$ cat src/hdl/bounded_list_deque_core_macros.svh
// Assertion macros for the bounded list deque core.
`ifndef BOUNDED_LIST_DEQUE_CORE_MACROS_SVH
`define BOUNDED_LIST_DEQUE_CORE_MACROS_SVH

`ifndef NO_ASSERTIONS
// Same-cycle implication, disabled while reset is asserted.
`define BLD_ASSERT_IMP(label, clk, rst_n, ante, cons, msg) \
  label: assert property (@(posedge clk) disable iff (!rst_n) (ante) |-> (cons)) \
    else $error(msg);
// Next-cycle implication, disabled while reset is asserted.
`define BLD_ASSERT_NXT(label, clk, rst_n, ante, cons, msg) \
  label: assert property (@(posedge clk) disable iff (!rst_n) (ante) |=> (cons)) \
    else $error(msg);
`else
`define BLD_ASSERT_IMP(label, clk, rst_n, ante, cons, msg)
`define BLD_ASSERT_NXT(label, clk, rst_n, ante, cons, msg)
`endif

`endif

$ cat src/hdl/bld_pkg.sv
// Constants, control word type and microprogram of the bounded list deque core.
package bld_pkg;

  localparam int CAPACITY = 16;
  localparam int CNT_W    = $clog2(CAPACITY + 1);
  localparam int IDX_W    = $clog2(CAPACITY);
  localparam int DATA_W   = 32;
  localparam int OP_W     = 4;
  localparam int ST_W     = 2;
  localparam int LEN_W    = 5;
  localparam int UPC_W    = 4;
  localparam int AOP_W    = 4;
  localparam int JC_W     = 3;

  // Opcodes
  localparam logic [OP_W-1:0] OP_PUSH_FRONT = 4'd0;
  localparam logic [OP_W-1:0] OP_PUSH_BACK  = 4'd1;
  localparam logic [OP_W-1:0] OP_POP_FRONT  = 4'd2;
  localparam logic [OP_W-1:0] OP_POP_BACK   = 4'd3;
  localparam logic [OP_W-1:0] OP_FIND       = 4'd4;
  localparam logic [OP_W-1:0] OP_CLEAR      = 4'd5;
  localparam logic [OP_W-1:0] OP_POP_BACK_N = 4'd6;
  localparam logic [OP_W-1:0] OP_REMOVE_AT  = 4'd7;
  localparam logic [OP_W-1:0] OP_INS_BLAST  = 4'd8;
  localparam logic [OP_W-1:0] OP_PUSH_SIZE  = 4'd9;

  // Status codes
  localparam logic [ST_W-1:0] ST_OK     = 2'd0;
  localparam logic [ST_W-1:0] ST_FULL   = 2'd1;
  localparam logic [ST_W-1:0] ST_EMPTY  = 2'd2;
  localparam logic [ST_W-1:0] ST_BADPOS = 2'd3;

  // Datapath actions
  localparam logic [AOP_W-1:0] A_NOP      = 4'd0;
  localparam logic [AOP_W-1:0] A_DISP     = 4'd1;
  localparam logic [AOP_W-1:0] A_RD_PREV  = 4'd2;
  localparam logic [AOP_W-1:0] A_WR_DEC   = 4'd3;
  localparam logic [AOP_W-1:0] A_WR_NEW   = 4'd4;
  localparam logic [AOP_W-1:0] A_RD_NEXT  = 4'd5;
  localparam logic [AOP_W-1:0] A_WR_INC   = 4'd6;
  localparam logic [AOP_W-1:0] A_CNT_DEC  = 4'd7;
  localparam logic [AOP_W-1:0] A_RD_IDX   = 4'd8;
  localparam logic [AOP_W-1:0] A_CMP      = 4'd9;
  localparam logic [AOP_W-1:0] A_RD_FRONT = 4'd10;
  localparam logic [AOP_W-1:0] A_RD_BACK  = 4'd11;
  localparam logic [AOP_W-1:0] A_CAP_BACK = 4'd12;
  localparam logic [AOP_W-1:0] A_ZERO     = 4'd13;

  // Jump conditions
  localparam logic [JC_W-1:0] J_NEXT       = 3'd0;
  localparam logic [JC_W-1:0] J_ALWAYS     = 3'd1;
  localparam logic [JC_W-1:0] J_DISP       = 3'd2;
  localparam logic [JC_W-1:0] J_IDX_EQ_LIM = 3'd3;
  localparam logic [JC_W-1:0] J_NOMATCH    = 3'd4;
  localparam logic [JC_W-1:0] J_EMPTY      = 3'd5;
  localparam logic [JC_W-1:0] J_END        = 3'd6;

  // Step addresses
  localparam logic [UPC_W-1:0] U_DISP     = 4'd0;
  localparam logic [UPC_W-1:0] U_INS_CHK  = 4'd1;
  localparam logic [UPC_W-1:0] U_INS_RD   = 4'd2;
  localparam logic [UPC_W-1:0] U_INS_MV   = 4'd3;
  localparam logic [UPC_W-1:0] U_INS_PUT  = 4'd4;
  localparam logic [UPC_W-1:0] U_DEL_CHK  = 4'd5;
  localparam logic [UPC_W-1:0] U_DEL_RD   = 4'd6;
  localparam logic [UPC_W-1:0] U_DEL_MV   = 4'd7;
  localparam logic [UPC_W-1:0] U_DEL_END  = 4'd8;
  localparam logic [UPC_W-1:0] U_FIND_CHK = 4'd9;
  localparam logic [UPC_W-1:0] U_FIND_RD  = 4'd10;
  localparam logic [UPC_W-1:0] U_FIND_CMP = 4'd11;
  localparam logic [UPC_W-1:0] U_FB       = 4'd12;
  localparam logic [UPC_W-1:0] U_FB_BACK  = 4'd13;
  localparam logic [UPC_W-1:0] U_FB_CAP   = 4'd14;
  localparam logic [UPC_W-1:0] U_FB_ZERO  = 4'd15;

  typedef struct packed {
    logic [AOP_W-1:0] aop;
    logic [JC_W-1:0]  jc;
    logic [UPC_W-1:0] tgt;
  } uword_t;

  function automatic uword_t ucode(input logic [UPC_W-1:0] pc);
    uword_t w;
    case (pc)
      U_DISP:     w = '{A_DISP,     J_DISP,       U_DISP};
      U_INS_CHK:  w = '{A_NOP,      J_IDX_EQ_LIM, U_INS_PUT};
      U_INS_RD:   w = '{A_RD_PREV,  J_NEXT,       U_DISP};
      U_INS_MV:   w = '{A_WR_DEC,   J_ALWAYS,     U_INS_CHK};
      U_INS_PUT:  w = '{A_WR_NEW,   J_ALWAYS,     U_FB};
      U_DEL_CHK:  w = '{A_NOP,      J_IDX_EQ_LIM, U_DEL_END};
      U_DEL_RD:   w = '{A_RD_NEXT,  J_NEXT,       U_DISP};
      U_DEL_MV:   w = '{A_WR_INC,   J_ALWAYS,     U_DEL_CHK};
      U_DEL_END:  w = '{A_CNT_DEC,  J_ALWAYS,     U_FB};
      U_FIND_CHK: w = '{A_NOP,      J_IDX_EQ_LIM, U_FB};
      U_FIND_RD:  w = '{A_RD_IDX,   J_NEXT,       U_DISP};
      // a hit falls through into the front/back readout
      U_FIND_CMP: w = '{A_CMP,      J_NOMATCH,    U_FIND_CHK};
      U_FB:       w = '{A_RD_FRONT, J_EMPTY,      U_FB_ZERO};
      U_FB_BACK:  w = '{A_RD_BACK,  J_NEXT,       U_DISP};
      U_FB_CAP:   w = '{A_CAP_BACK, J_END,        U_DISP};
      U_FB_ZERO:  w = '{A_ZERO,     J_END,        U_DISP};
      default:    w = '{A_NOP,      J_END,        U_DISP};
    endcase
    return w;
  endfunction

endpackage

$ cat src/hdl/bounded_list_deque_core.sv
// Bounded list deque core: microcoded sequencer over an entry store with one write and one read port.
//
// An operation is taken when start is high and busy is low; busy then stays high
// until the result, which appears on the out_ ports for one cycle with out_strobe.
// The next operation may be started in that strobe cycle. Every step of the
// microprogram does at most one store read and one store write, so the cost is set
// by the store accesses: clear, pop_back_n, errors and unused opcodes only dispatch
// and read out front and back; a push, pop, remove or insert moves its entries one
// at a time with a check, a read and a write step each; a find checks, reads and
// compares entry by entry until a hit or the end of the list. If the list is empty
// afterwards, the back read is skipped and both values are zero. A find that misses
// on a full list is the worst case. The result cannot be held off by the receiver.
`include "bounded_list_deque_core_macros.svh"

module bounded_list_deque_core import bld_pkg::*; (
  input  logic                     clk,
  input  logic                     rst_n,
  input  logic                     start,
  output logic                     busy,
  input  logic [OP_W-1:0]          in_opcode,
  input  logic signed [DATA_W-1:0] in_value,
  output logic                     out_strobe,
  output logic [ST_W-1:0]          out_status,
  output logic [LEN_W-1:0]         out_length,
  output logic signed [DATA_W-1:0] out_front_value,
  output logic signed [DATA_W-1:0] out_back_value,
  output logic                     out_is_empty,
  output logic                     out_found,
  output logic [LEN_W-1:0]         out_found_position
);

  logic [DATA_W-1:0] mem [CAPACITY];

  logic              busy_r,   busy_nxt;
  logic              strobe_r, strobe_nxt;
  logic [UPC_W-1:0]  pc_r,     pc_nxt;
  logic [CNT_W-1:0]  count_r,  count_nxt;
  logic [CNT_W-1:0]  idx_r,    idx_nxt;
  logic [CNT_W-1:0]  lim_r,    lim_nxt;
  logic [OP_W-1:0]   op_r,     op_nxt;
  logic [DATA_W-1:0] val_r,    val_nxt;
  logic [DATA_W-1:0] wval_r,   wval_nxt;
  logic [ST_W-1:0]   status_r, status_nxt;
  logic              found_r,  found_nxt;
  logic [CNT_W-1:0]  fpos_r,   fpos_nxt;
  logic [DATA_W-1:0] front_r,  front_nxt;
  logic [DATA_W-1:0] back_r,   back_nxt;
  logic [DATA_W-1:0] rdata_r;

  uword_t            uw;
  logic [UPC_W-1:0]  disp_tgt;
  logic              match;
  logic              full;
  logic              mem_we;
  logic [IDX_W-1:0]  mem_wa;
  logic [DATA_W-1:0] mem_wd;
  logic              mem_re;
  logic [IDX_W-1:0]  mem_ra;

  assign uw    = ucode(pc_r);
  assign match = (rdata_r == val_r);
  assign full  = (count_r == CNT_W'(CAPACITY));

  always_comb begin
    busy_nxt   = busy_r;
    strobe_nxt = 1'b0;
    pc_nxt     = pc_r;
    count_nxt  = count_r;
    idx_nxt    = idx_r;
    lim_nxt    = lim_r;
    op_nxt     = op_r;
    val_nxt    = val_r;
    wval_nxt   = wval_r;
    status_nxt = status_r;
    found_nxt  = found_r;
    fpos_nxt   = fpos_r;
    front_nxt  = front_r;
    back_nxt   = back_r;
    disp_tgt   = U_FB;
    mem_we     = 1'b0;
    mem_wa     = '0;
    mem_wd     = '0;
    mem_re     = 1'b0;
    mem_ra     = '0;

    if (!busy_r) begin
      pc_nxt = U_DISP;
      if (start) begin
        busy_nxt = 1'b1;
        op_nxt   = in_opcode;
        val_nxt  = in_value;
      end
    end else begin
      case (uw.aop)
        A_DISP: begin
          status_nxt = ST_OK;
          found_nxt  = 1'b0;
          fpos_nxt   = '0;
          case (op_r)
            OP_PUSH_FRONT, OP_PUSH_BACK, OP_PUSH_SIZE: begin
              if (full) begin
                status_nxt = ST_FULL;
              end else begin
                idx_nxt  = count_r;
                lim_nxt  = (op_r == OP_PUSH_FRONT) ? '0 : count_r;
                wval_nxt = (op_r == OP_PUSH_SIZE) ? DATA_W'(count_r) : val_r;
                disp_tgt = U_INS_CHK;
              end
            end
            OP_INS_BLAST: begin
              if (count_r < CNT_W'(2)) begin
                status_nxt = ST_EMPTY;
              end else if (full) begin
                status_nxt = ST_FULL;
              end else begin
                idx_nxt  = count_r;
                lim_nxt  = count_r - 1'b1;
                wval_nxt = val_r;
                disp_tgt = U_INS_CHK;
              end
            end
            OP_POP_FRONT, OP_POP_BACK: begin
              if (count_r == '0) begin
                status_nxt = ST_EMPTY;
              end else begin
                idx_nxt  = (op_r == OP_POP_FRONT) ? '0 : count_r - 1'b1;
                lim_nxt  = count_r - 1'b1;
                disp_tgt = U_DEL_CHK;
              end
            end
            OP_REMOVE_AT: begin
              if (val_r[DATA_W-1] || val_r == '0 || val_r > DATA_W'(count_r)) begin
                status_nxt = ST_BADPOS;
              end else begin
                idx_nxt  = CNT_W'(val_r - 1'b1);
                lim_nxt  = count_r - 1'b1;
                disp_tgt = U_DEL_CHK;
              end
            end
            OP_FIND: begin
              idx_nxt  = '0;
              lim_nxt  = count_r;
              disp_tgt = U_FIND_CHK;
            end
            OP_CLEAR: begin
              count_nxt = '0;
            end
            OP_POP_BACK_N: begin
              if (val_r[DATA_W-1]) begin
                status_nxt = ST_BADPOS;
              end else if (val_r >= DATA_W'(count_r)) begin
                count_nxt = '0;
              end else begin
                count_nxt = count_r - CNT_W'(val_r);
              end
            end
            default: ;
          endcase
        end
        A_RD_PREV: begin
          mem_re = 1'b1;
          mem_ra = IDX_W'(idx_r - 1'b1);
        end
        A_WR_DEC: begin
          mem_we  = 1'b1;
          mem_wa  = idx_r[IDX_W-1:0];
          mem_wd  = rdata_r;
          idx_nxt = idx_r - 1'b1;
        end
        A_WR_NEW: begin
          mem_we    = 1'b1;
          mem_wa    = idx_r[IDX_W-1:0];
          mem_wd    = wval_r;
          count_nxt = count_r + 1'b1;
        end
        A_RD_NEXT: begin
          mem_re = 1'b1;
          mem_ra = IDX_W'(idx_r + 1'b1);
        end
        A_WR_INC: begin
          mem_we  = 1'b1;
          mem_wa  = idx_r[IDX_W-1:0];
          mem_wd  = rdata_r;
          idx_nxt = idx_r + 1'b1;
        end
        A_CNT_DEC: begin
          count_nxt = count_r - 1'b1;
        end
        A_RD_IDX: begin
          mem_re = 1'b1;
          mem_ra = idx_r[IDX_W-1:0];
        end
        A_CMP: begin
          idx_nxt = idx_r + 1'b1;
          if (match) begin
            found_nxt = 1'b1;
            fpos_nxt  = idx_r + 1'b1;
          end
        end
        A_RD_FRONT: begin
          mem_re = 1'b1;
          mem_ra = '0;
        end
        A_RD_BACK: begin
          // front word lands from the previous read
          mem_re    = 1'b1;
          mem_ra    = IDX_W'(count_r - 1'b1);
          front_nxt = rdata_r;
        end
        A_CAP_BACK: begin
          back_nxt = rdata_r;
        end
        A_ZERO: begin
          front_nxt = '0;
          back_nxt  = '0;
        end
        default: ;
      endcase

      pc_nxt = pc_r + 1'b1;
      case (uw.jc)
        J_NEXT:       ;
        J_ALWAYS:     pc_nxt = uw.tgt;
        J_DISP:       pc_nxt = disp_tgt;
        J_IDX_EQ_LIM: if (idx_r == lim_r) pc_nxt = uw.tgt;
        J_NOMATCH:    if (!match) pc_nxt = uw.tgt;
        J_EMPTY:      if (count_r == '0) pc_nxt = uw.tgt;
        J_END: begin
          pc_nxt     = U_DISP;
          busy_nxt   = 1'b0;
          strobe_nxt = 1'b1;
        end
        default:      pc_nxt = U_DISP;
      endcase
    end
  end

  always_ff @(posedge clk) begin
    if (!rst_n) begin
      busy_r   <= 1'b0;
      strobe_r <= 1'b0;
      pc_r     <= U_DISP;
      count_r  <= '0;
    end else begin
      busy_r   <= busy_nxt;
      strobe_r <= strobe_nxt;
      pc_r     <= pc_nxt;
      count_r  <= count_nxt;
    end
  end

  always_ff @(posedge clk) begin
    idx_r    <= idx_nxt;
    lim_r    <= lim_nxt;
    op_r     <= op_nxt;
    val_r    <= val_nxt;
    wval_r   <= wval_nxt;
    status_r <= status_nxt;
    found_r  <= found_nxt;
    fpos_r   <= fpos_nxt;
    front_r  <= front_nxt;
    back_r   <= back_nxt;
  end

  // Entry store: one write port, one registered read port
  always_ff @(posedge clk) begin
    if (mem_we) begin
      mem[mem_wa] <= mem_wd;
    end
    if (mem_re) begin
      rdata_r <= mem[mem_ra];
    end
  end

  assign busy               = busy_r;
  assign out_strobe         = strobe_r;
  assign out_status         = status_r;
  assign out_length         = LEN_W'(count_r);
  assign out_front_value    = $signed(front_r);
  assign out_back_value     = $signed(back_r);
  assign out_is_empty       = (count_r == '0);
  assign out_found          = found_r;
  assign out_found_position = LEN_W'(fpos_r);

  `BLD_ASSERT_NXT(a_start_busy, clk, rst_n, start && !busy_r, busy_r && pc_r == U_DISP, "accepted transfer did not start the dispatch step")
  `BLD_ASSERT_IMP(a_strobe_idle, clk, rst_n, strobe_r, !busy_r, "result strobe while still busy")
  `BLD_ASSERT_IMP(a_count_cap, clk, rst_n, 1'b1, count_r <= CNT_W'(CAPACITY), "entry count above capacity")
  `BLD_ASSERT_IMP(a_found_ok, clk, rst_n, strobe_r && found_r, status_r == ST_OK && fpos_r != '0 && op_r == OP_FIND, "find hit with bad status or position")
  `BLD_ASSERT_NXT(a_idle_hold, clk, rst_n, !busy_r && !start, $stable(count_r) && !strobe_r, "state changed while idle")

endmodule

$ cat config.mk
export PLATFORM = sky130hd
export DESIGN_NAME = bounded_list_deque_core
export DESIGN_NICKNAME = d
export VERILOG_FILES = /design/src/hdl/bld_pkg.sv /design/src/hdl/bounded_list_deque_core.sv
export VERILOG_INCLUDE_DIRS = /design/src /design/src/hdl
export SDC_FILE = /design/constraint.sdc
export NUM_CORES = 1
export LEC_CHECK = 0
export BUFFER_PORTS_ARGS = -buffer_cell sky130_fd_sc_hd__buf_4
export CORE_ASPECT_RATIO = 1.75
export CORE_UTILIZATION = 66
export CTS_CLUSTER_DIAMETER = 80
export DETAILED_ROUTE_END_ITERATION = 16
export GPL_TIMING_DRIVEN = 0
export PLACE_DENSITY = 0.83
export SYNTH_ARGS = -nofsm -noshare
export SYNTH_HDL_FRONTEND = slang
export SYNTH_SLANG_ARGS = --single-unit
export TNS_END_PERCENT = 50
$ cat constraint.sdc
create_clock -name clk -period 7.1 [get_ports clk]
set_input_delay 1.065 -clock clk [delete_from_list [all_inputs] [get_ports clk]]
set_output_delay 1.065 -clock clk [all_outputs]
set_load 0.05 [all_outputs]
==> flow_summary.toml <==
[sta]
worst-slew-pin-transition_ns = 1.314
hold_violations = 0
slew_headroom_pct = 11.57
setup_viol = 0
period_share_pct = 68.91
rsz0062_at_grt = "false"
fin_skew_ns = 0.02040
slew_violations = 0
period_needed_ns = 4.893
max_clock_freq_ghz = 0.2044

[worst_setup_path]
crit_chain = "buf_2, clkbuf_1, inv_1, ha_1, o21ai_0, a21oi_1, o31ai_1, and4b_1, o2111ai_1, o211a_1, nor2_1, inv_1, ha_1, mux2_2, mux2i_1"
start_kind = "flop"
cp_slowest_stage_delay_ns = 0.50
cp.required_ns = 7.64
worst-setup-path-type = "reg2reg"
crit_fanout = 10
crit_buf_inv = 4
path_delay_family = "compound AO/OA/AOI/OAI gates"
r2r_cells = 15
cp-end-kind = "flop"
cp_slowest_cell = "dfxtp_1"
crit_arrival_ns = 5.44
cp_num_cells = 15

[place]
placed_cell_area_sq_um = 32830
port_buffers = 118
gp_congestion = 0.9597
hpwl_mm = 56.63
placed_cells = 2582

[clock_tree]
path_clk_slew_ns = 0.07
holdBufCountCts = 0
cts_buffers = 59
root_buffer = "clkbuf_16"
clock_sinks = 716
cts_buffer_depth = 3
clock_latency_ns = 0.63
tritoncts = "done"
postCtsSetupRepairBufs = 0
h-tree-depth = 2
cts_resized = 0

[synth]
ys_ff_latch = 716
synth_area_leaders = "edfxtp_1, mux2i_1, mux4_2, dfxtp_1, xor2_1"
syn-instance-count = 1852
yosysTopAreaCellShare_pct = 68.33
synth_top_area_cell = "edfxtp_1"
synth_fp_nets = 1914
yosys_warnings = 0
synth-async-reset-ratio_pct = 0
ys_seq_area_share_pct = 69.77
synthFlopType = "edfxtp_1"
synth_edf_count = 694
syn_area_per_cell_sq_um = 16.47
syn-cell-area_sq_um = 30500
yosysUniqueCellTypes = 82

[hold_path]
hp-class = "in2reg"
holdPathStages = 1

[floorplan]
rows = 103
io_pins = 119
die_x_um = 164.5
die_area_sq_um = 47110
coreArea_sq_um = 45360
start_util_pct = 67.23
die_h_um = 286.4

[cells_and_area]
fin_nets = 2128
areaGrowthSynthToFinish_pct = 13.93
fin_area_sq_um = 34750
multiInputGateArea_sq_um = 8613
final_common_cell = "edfxtp_1"
num_antenna_cells = 0
stdcell_count = 2692
fillCellCount = 2607
seqCellArea_sq_um = 21280
drive_above_1_share_pct = 18.20
final_cell_mix = "edfxtp_1, mux2i_1, buf_4"

[detailed_routing]
routedWlPerCell_um = 30.38
first_pass_iters = 6
drcViolationCount = 0
via_count = 17890
drtIter0Drc = 1883
ant_nets = 0
drt-total-wl_mm = 81.77
via_per_inst = 6.646

[global_route]
grt_pass1_wl_mm = 117.3
grt_start_max_net_pins = 30
grt_pass1_vias = 18330
antenna_found_initial = 0
grt_usage_pct = 35.57
grt_overflow = 0

[power_and_ir_drop]
power.leakage_nw = 13.87
p_per_area_nw_per_um2 = 260.1
ir_worst_vdd_mv = 0.3497

[run]
drv_cap = 0

[status]
status = "finished, final reports clean"
-- per-layer routing --
| layer | vias to the layer above | track usage [%] | part of all wire, % |
|---|---|---|---|
| met1 | 8964 | 40.03 | 33 |
| li1 | 7587 | - | - |
| met3 | 306 | 4.914 | 7.5 |
| met2 | 1035 | 62.46 | 52 |
| met4 | 0 | 23.67 | 7.7 |
| met5 | - | 0 | 0 |
-- power breakdown --
| part | switching [W] | internal, W |
|---|---|---|
| registers | 0.0000770 | 0.00475 |
| logic | 0.000643 | 0.000303 |
| clock network | 0.00149 | 0.00178 |
| total | 0.00221 | 0.00683 |
-- final cells by class --
class | instances | area share, %
Clock inverter | 39 | 1.051
Sequential cell | 716 | 61.24
Clock buffer | 71 | 4.469
Buffer | 98 | 1.872
Multi-Input combinational cell | 1010 | 24.79
Timing Repair Buffer | 153 | 4.198
Tap cell | 577 | 2.078
Inverter | 28 | 0.3025
-- worst register-to-register path: cells and delay by family (launching register included) --
kind | cells | cell delay, ns
adder cells (fa/ha/maj) | 2 | 0.75
buffers and inverters | 4 | 1.09
flip-flops | 1 | 0.50
AND/OR/NAND/NOR | 2 | 0.59
AO/OA/AOI/OAI | 5 | 1.50
multiplexers | 2 | 0.39
-- worst paths after layout --
kind / startpoint / endpoint / slack [ns]
worst max-delay path: out_length[2]$_SDFFE_PN0P_ / uw[2]$_DFF_P_ / 2.21
worst min-delay path: in_opcode[0] / op_r[0]$_DFFE_PP_ / 0.61
worst max register to register: out_length[2]$_SDFFE_PN0P_ / uw[2]$_DFF_P_ / 2.21
worst min register to register: busy$_SDFF_PN0_ / out_strobe$_SDFF_PN0_ / 0.63
-- cell usage after synthesis, types with 4 or more instances --
cell type	count
edfxtp_1	694
mux2i_1	390
nor2_1	93
nand2_1	55
xor2_1	45
a22oi_1	37
clkbuf_1	36
and2_1	34
nor2b_1	34
mux4_2	33
buf_2	32
a21oi_1	30
nor3_1	27
inv_1	26
o21ai_0	26
dfxtp_1	22
ha_1	22
nand3_1	20
nand2b_1	14
nor4_1	13
a211oi_1	12
o221ai_1	12
xnor2_1	11
buf_6	10
buf_8	10
buf_4	6
nand4_1	6
a21o_1	4
a31oi_1	4
nand3b_1	4
o31ai_1	4
or3_1	4
-- per-stage QoR --
stage	TNS, ns	total power, W	utilization [%]	setup slack (ns)	hold slack (ns)
final	0	0.009038	76.60	2.207	0.6107
after global routing	0	0.009251	76.60	2.100	0.6048
after CTS	0	0.009029	76.60	2.267	0.5967
after detailed placement	0	0.005833	72.37	2.296	0.5960
after global placement	-51.36	0.005785	70.78	-0.4589	0.5779
after floorplan	0	0.005483	-	2.799	0.5819
-- sequential cells by signal, summed over array words and instances (netlist names), 11 cells and up --
register         flops
val_r               32
wval_r              32
rdata_r             32
mem                512
uw                  11
out_back_value      32
out_front_value     32
-- logic make-up after synthesis --
group	Yosys count	synth area share, %
xor+xnor	56	1.608
buf+inv	126	2.478
flops	716	69.77
fa+ha+maj	23	0.9682
mux	426	15.36
compound gates	174	4.193
simple gates	331	5.620
Power figures use the tool's default switching activity.
